==> src/jacobi_poisson_stencil_sweep_defines.svh <==
// assertion macros for the jacobi five-point stencil sweep
// used by the top level; no other dependencies
`ifndef JACOBI_POISSON_STENCIL_SWEEP_DEFINES_SVH
`define JACOBI_POISSON_STENCIL_SWEEP_DEFINES_SVH
`ifndef SYNTHESIS
// same-cycle implication, checked out of reset
`define JPS_ASSERT_IMP(label, clk, rst_n, ante, cons, msg) \
  label: assert property (@(posedge clk) disable iff (!rst_n) (ante) |-> (cons)) \
    else $error(msg);
// next-cycle implication, checked out of reset
`define JPS_ASSERT_NXT(label, clk, rst_n, ante, cons, msg) \
  label: assert property (@(posedge clk) disable iff (!rst_n) (ante) |=> (cons)) \
    else $error(msg);
`else
`define JPS_ASSERT_IMP(label, clk, rst_n, ante, cons, msg)
`define JPS_ASSERT_NXT(label, clk, rst_n, ante, cons, msg)
`endif
`endif

==> src/jps_pkg.sv <==
// shared types and constants for the jacobi five-point stencil sweep
// no dependencies
package jps_pkg;

  localparam int MAX_WIDTH_DEF = 1024;
  localparam int ValueBits     = 32;
  localparam int RowBits       = 16;
  localparam int GridWidthBits = 11;
  localparam int CoefBits      = 32;
  localparam int SumBits       = ValueBits + 1;
  localparam int QInBits       = 60;
  localparam int QOutBits      = 58;
  localparam int ApbAddrBits   = 5;
  localparam int ApbDataBits   = 32;

  localparam logic [QOutBits-1:0] ProductCap = QOutBits'(1) << 56;

  localparam logic [GridWidthBits-1:0] GridWidthRst  = GridWidthBits'(1024);
  localparam logic [RowBits-1:0]       GridHeightRst = RowBits'(1024);
  localparam logic [CoefBits-1:0]      InvDxSqRst    = CoefBits'(65536);
  localparam logic [CoefBits-1:0]      InvDySqRst    = CoefBits'(65536);
  localparam logic [CoefBits-1:0]      NormCoefRst   = CoefBits'(16384);

  typedef enum logic [2:0] {
    REG_GRID_WIDTH,
    REG_GRID_HEIGHT,
    REG_INV_DX_SQ,
    REG_INV_DY_SQ,
    REG_NORM_COEF
  } reg_idx_e;

  typedef enum logic [3:0] {
    ST_IDLE,
    ST_FETCH,
    ST_AHEAD,
    ST_MUL_X,
    ST_WAIT_X,
    ST_MUL_Y,
    ST_WAIT_Y,
    ST_ACC,
    ST_MUL_F,
    ST_WAIT_F,
    ST_OUT_FIRST,
    ST_OUT_LAST
  } ctrl_state_e;

  typedef enum logic [1:0] {
    MSEL_X,
    MSEL_Y,
    MSEL_F
  } mul_sel_e;

  typedef struct packed {
    logic [GridWidthBits-1:0] grid_width;
    logic [RowBits-1:0]       grid_height;
    logic [CoefBits-1:0]      inv_dx_sq;
    logic [CoefBits-1:0]      inv_dy_sq;
    logic [CoefBits-1:0]      norm_coef;
  } cfg_t;

  typedef struct packed {
    logic     accept;
    logic     fetch;
    logic     ahead;
    logic     mul_start;
    mul_sel_e mul_sel;
    logic     take_x;
    logic     take_y;
    logic     acc_en;
    logic     out_load;
    logic     out_second;
  } ctrl_cmd_t;

  typedef struct packed {
    logic has_first;
    logic last_row;
    logic interior;
    logic mul_done;
    logic out_free;
  } ctrl_stat_t;

endpackage

==> src/jps_ctrl.sv <==
// controller: sequences line store access, multiplies and result emission
// uses jps_pkg
module jps_ctrl (
  input  logic                 clk_i,
  input  logic                 rst_ni,
  input  logic                 in_valid_i,
  output logic                 in_stall_o,
  input  jps_pkg::ctrl_stat_t  stat_i,
  output jps_pkg::ctrl_cmd_t   cmd_o
);

  jps_pkg::ctrl_state_e state_q, state_d;

  always_ff @(posedge clk_i or negedge rst_ni) begin
    if (!rst_ni) begin
      state_q <= jps_pkg::ST_IDLE;
    end else begin
      state_q <= state_d;
    end
  end

  // next state
  always_comb begin
    state_d = state_q;
    case (state_q)
      jps_pkg::ST_IDLE: begin
        if (in_valid_i) state_d = jps_pkg::ST_FETCH;
      end
      jps_pkg::ST_FETCH: state_d = jps_pkg::ST_AHEAD;
      jps_pkg::ST_AHEAD: begin
        if (stat_i.interior) state_d = jps_pkg::ST_MUL_X;
        else if (stat_i.has_first) state_d = jps_pkg::ST_OUT_FIRST;
        else if (stat_i.last_row) state_d = jps_pkg::ST_OUT_LAST;
        else state_d = jps_pkg::ST_IDLE;
      end
      jps_pkg::ST_MUL_X: state_d = jps_pkg::ST_WAIT_X;
      jps_pkg::ST_WAIT_X: begin
        if (stat_i.mul_done) state_d = jps_pkg::ST_MUL_Y;
      end
      jps_pkg::ST_MUL_Y: state_d = jps_pkg::ST_WAIT_Y;
      jps_pkg::ST_WAIT_Y: begin
        if (stat_i.mul_done) state_d = jps_pkg::ST_ACC;
      end
      jps_pkg::ST_ACC: state_d = jps_pkg::ST_MUL_F;
      jps_pkg::ST_MUL_F: state_d = jps_pkg::ST_WAIT_F;
      jps_pkg::ST_WAIT_F: begin
        if (stat_i.mul_done) state_d = jps_pkg::ST_OUT_FIRST;
      end
      jps_pkg::ST_OUT_FIRST: begin
        if (stat_i.out_free) begin
          state_d = stat_i.last_row ? jps_pkg::ST_OUT_LAST : jps_pkg::ST_IDLE;
        end
      end
      jps_pkg::ST_OUT_LAST: begin
        if (stat_i.out_free) state_d = jps_pkg::ST_IDLE;
      end
      default: state_d = jps_pkg::ST_IDLE;
    endcase
  end

  // outputs
  always_comb begin
    cmd_o            = '0;
    cmd_o.mul_sel    = jps_pkg::MSEL_X;
    in_stall_o       = 1'b1;
    case (state_q)
      jps_pkg::ST_IDLE: begin
        in_stall_o   = 1'b0;
        cmd_o.accept = in_valid_i;
      end
      jps_pkg::ST_FETCH: cmd_o.fetch = 1'b1;
      jps_pkg::ST_AHEAD: cmd_o.ahead = 1'b1;
      jps_pkg::ST_MUL_X: begin
        cmd_o.mul_start = 1'b1;
        cmd_o.mul_sel   = jps_pkg::MSEL_X;
      end
      jps_pkg::ST_WAIT_X: cmd_o.take_x = stat_i.mul_done;
      jps_pkg::ST_MUL_Y: begin
        cmd_o.mul_start = 1'b1;
        cmd_o.mul_sel   = jps_pkg::MSEL_Y;
      end
      jps_pkg::ST_WAIT_Y: cmd_o.take_y = stat_i.mul_done;
      jps_pkg::ST_ACC: cmd_o.acc_en = 1'b1;
      jps_pkg::ST_MUL_F: begin
        cmd_o.mul_start = 1'b1;
        cmd_o.mul_sel   = jps_pkg::MSEL_F;
      end
      jps_pkg::ST_WAIT_F: cmd_o.mul_sel = jps_pkg::MSEL_F;
      jps_pkg::ST_OUT_FIRST: cmd_o.out_load = stat_i.out_free;
      jps_pkg::ST_OUT_LAST: begin
        cmd_o.out_load   = stat_i.out_free;
        cmd_o.out_second = 1'b1;
      end
      default: in_stall_o = 1'b1;
    endcase
  end

endmodule
==> config.mk <==
export PLATFORM = sky130hd
export DESIGN_NAME = jps_ctrl
export DESIGN_NICKNAME = d
export VERILOG_FILES = /design/src/jacobi_poisson_stencil_sweep_defines.svh /design/src/jps_pkg.sv /design/src/jps_ctrl.sv
export SDC_FILE = /design/constraint.sdc
export NUM_CORES = 1
export LEC_CHECK = 0
export BUFFER_PORTS_ARGS = -buffer_cell sky130_fd_sc_hd__buf_2
export CAP_MARGIN = 40
export CELL_PAD_IN_SITES_DETAIL_PLACEMENT = 0
export CELL_PAD_IN_SITES_GLOBAL_PLACEMENT = 2
export CORE_MARGIN = 2
export CORE_UTILIZATION = 19
export CTS_CLUSTER_DIAMETER = 150
export DETAILED_ROUTE_END_ITERATION = 6
export PLACE_DENSITY_LB_ADDON = 0.08
export SYNTH_ARGS = -nofsm -noshare
export SYNTH_HDL_FRONTEND = slang
export SYNTH_SLANG_ARGS = --single-unit
==> constraint.sdc <==
create_clock -name clk_i -period 1.5 [get_ports clk_i]
set_clock_uncertainty 0.05 [all_clocks]
set_input_delay 0.3 -clock clk_i [delete_from_list [all_inputs] [get_ports clk_i]]
set_output_delay 0.3 -clock clk_i [all_outputs]
set_load 0.01 [all_outputs]
==> flow_metrics.tcl <==
set metrics [dict create \
    run_status "complete, but fails checks" \
    failed_checks "setup timing" \
    maxSlewHeadroom 0.881 \
    clockPowerShare 0.072 \
    drc 0 \
    combinationalPowerShare 0.814 \
    netlist_area_um2 414 \
    detailedRoute.firstPassIterationCount 4 \
    num_io_pins 20 \
    antenna-diode-count 0 \
    cp_max_fanout 6 \
    power_switching_share 0.440 \
    layout.cells.most_common "buf_2" \
    cts_max_level 1 \
    worstSetupPathType "register to output pin" \
    fill_cells 230 \
    cts_sinks 4 \
    maxCapViolCount 0 \
    timing.critical_path.arrival_ns 1.20 \
    numPortBuffers 19 \
    initial_core_util 0.207 \
    largest_register_ff_count 4 \
    die-area_um2 2570 \
    ys_ff_latch 4 \
    design_area_um2 822 \
    power_leakage_nw 0.399 \
    drt-vias-per-instance 4.51 \
    cts_made_buffers 3 \
    ys_types 26 \
    clkLatencyLatePin_ns 0.24 \
    grt_util_all_layers 0.133 \
    vias 555 \
    rsz_0062_raised_after_global_routing "yes" \
    finalSetupViolations 9 \
    finalPower_mw 1.86 \
    num_rows 16 \
    tns_ns -0.278 \
    antenna_found_initial 0 \
    synth.yosys.warnings 0 \
    wl_um 1480 \
    syn_nets 68 \
    drc_marker_count_from_the_first_detailed_route_iteration 5 \
    postSynthCellCount 60 \
    finalWorstSetupSlack_ns -0.0544 \
    period_needed_ns 1.55 \
    crit_path_start_kind "register" \
    cts_max_path_buffers 2 \
    finalHoldWorstSlack_ns 0.346 \
    grt_pass1_wl_um 2570 \
    reg_top3 "state_q x4" \
    drtAntennaViolNets 0 \
    endpoint_required_time_on_the_critical_path_ns 1.15 \
    dpl.hpwl_um 1020 \
    vdd_ir_drop_max_v 0.000854 \
    chipWidth_um 50.7 \
    routedWlPerCell_um 12.0 \
    grt_start_max_net_pins 11 \
    cts-root-buf "clkbuf_4" \
    placed_area_um2 587 \
    timing.final.max_slew_violations 0 \
    finalWeightedCongestion 0.717 \
    clk_pin_slew_worst_paths_ns 0.04 \
    most-common-layout-cells "buf_2, buf_4, buf_6" \
    seq_power_share 0.114 \
    min_period_over_period 1.04 \
    crit_path_end_kind "output pin" \
    die_height_um 50.7 \
    max_freq_mhz 643 \
    critical_path.startpoint "state_q[3]" \
    power.net_switching_uw 820 \
    max_flop_register "state_q" \
    hold_class "input port to asynchronous set/reset pin" \
    cts_tree "yes" \
    flow.area_growth_from_synthesis_pct 98.5 \
    finalHoldViolations 0 \
    power_per_cell_area_nw_per_um2 2270 \
    intPower_mw 1.04 \
    grt_overflow_total 0 \
    syn-mean-instance-area_um2 6.90 \
    final_net_count 106 \
    yosysSeqAreaShare 0.242 \
    floorplan.core_area_um2 2000 \
    grt_pass1_vias 577 \
    tightest_slew_ns 0.178 \
    regToRegStartpoint "state_q[0]" \
    drive_gt1_frac 0.635 \
]
==> per-layer routing <==
| metal | GRT usage | wire [um] | up-vias |
|---|---|---|---|
| met1 | 0.169 | 702 | 255 |
| met3 | 0.0357 | 60 | 0 |
| met5 | 0 | 0 | - |
| met4 | 0.0541 | 0 | 0 |
| li1 | - | - | 283 |
| met2 | 0.211 | 713 | 17 |
==> per-stage QoR <==
| stage | util | setup slack [ns] | cells |
|---|---|---|---|
| after floorplan | - | -0.0290 | 60 |
| after global placement | 0.293 | -0.0285 | 110 |
| after detailed placement | 0.293 | -0.0384 | 110 |
| after CTS | 0.398 | -0.0678 | 122 |
| after global routing | 0.411 | -0.139 | 123 |
| final | 0.411 | -0.0544 | 123 |
==> cell usage after synthesis (all sizes together) <==
cell type | n | share of area
o221ai | 1 | 0.021
and3 | 1 | 0.015
or4 | 1 | 0.027
xnor2 | 2 | 0.042
a31oi | 1 | 0.015
o32ai | 1 | 0.021
o21ai | 4 | 0.057
dfrtp | 4 | 0.24
nand2 | 5 | 0.045
a2111o | 1 | 0.027
nand2b | 5 | 0.076
inv | 4 | 0.036
a21oi | 3 | 0.036
nand3b | 1 | 0.018
nor3 | 3 | 0.036
clkbuf | 3 | 0.027
nor2 | 11 | 0.10
buf | 1 | 0.012
a21o | 1 | 0.018
nand3 | 1 | 0.012
o22a | 1 | 0.021
o21a | 1 | 0.018
a22o | 2 | 0.042
or3 | 1 | 0.015
o211ai | 1 | 0.018
==> final cells by class <==
type                            instances  area [um2]  area share
Inverter                                4        20.0      0.0244
Sequential cell                         4         101       0.123
Timing Repair Buffer                   37         267       0.324
Clock buffer                            3        22.5      0.0274
Tap cell                               27        33.8      0.0411
Multi-Input combinational cell         48         378       0.460
==> cells by family (layout without fill, tap and decap cells) <==
family	count (synthesis)	after routing	share of synthesized area
flops	4	4	0.242
xor+xnor	2	2	0.0423
simple gates	29	29	0.344
buf+inv	8	44	0.0755
compound gates	17	17	0.296
==> critical path: stages (launching register included) <==
cell and delay, ns:
dfrtp_1 0.38, buf_6 0.15, buf_6 0.12, nor2_4 0.07
and3_1 0.14, buf_2 0.12
==> power groups by stage <==
stage / clock network [mW] / logic [mW] / registers [mW]
after floorplan: 0 / 0.636 / 0.202
after global placement: 0 / 1.02 / 0.207
after detailed placement: 0 / 1.01 / 0.206
after CTS: 0.144 / 1.48 / 0.211
after global routing: 0.154 / 1.66 / 0.217
final: 0.134 / 1.52 / 0.212
==> worst paths after layout <==
kind,slack [ns],end,cells after the start
min reg2reg,0.65,state_q[2],3
min,0.35,state_q[1],2
max reg2reg,-0.05,state_q[0],4
max in group asynchronous,0.93,state_q[2],2
min in group clk_i,0.42,state_q[3],3
max,-0.05,cmd_o[10],5
==> what timing repair did <==
item / 4_1_cts / 5_1_grt
setup buffers: 9 / 1
hold endpoints to repair: 4 / 0
hold buffers: 1 / 0
gates resized for setup: 27 / 6
setup endpoints to repair: 15 / 15
pin swaps: 7 / 2
(Power assumes the default switching activity.)
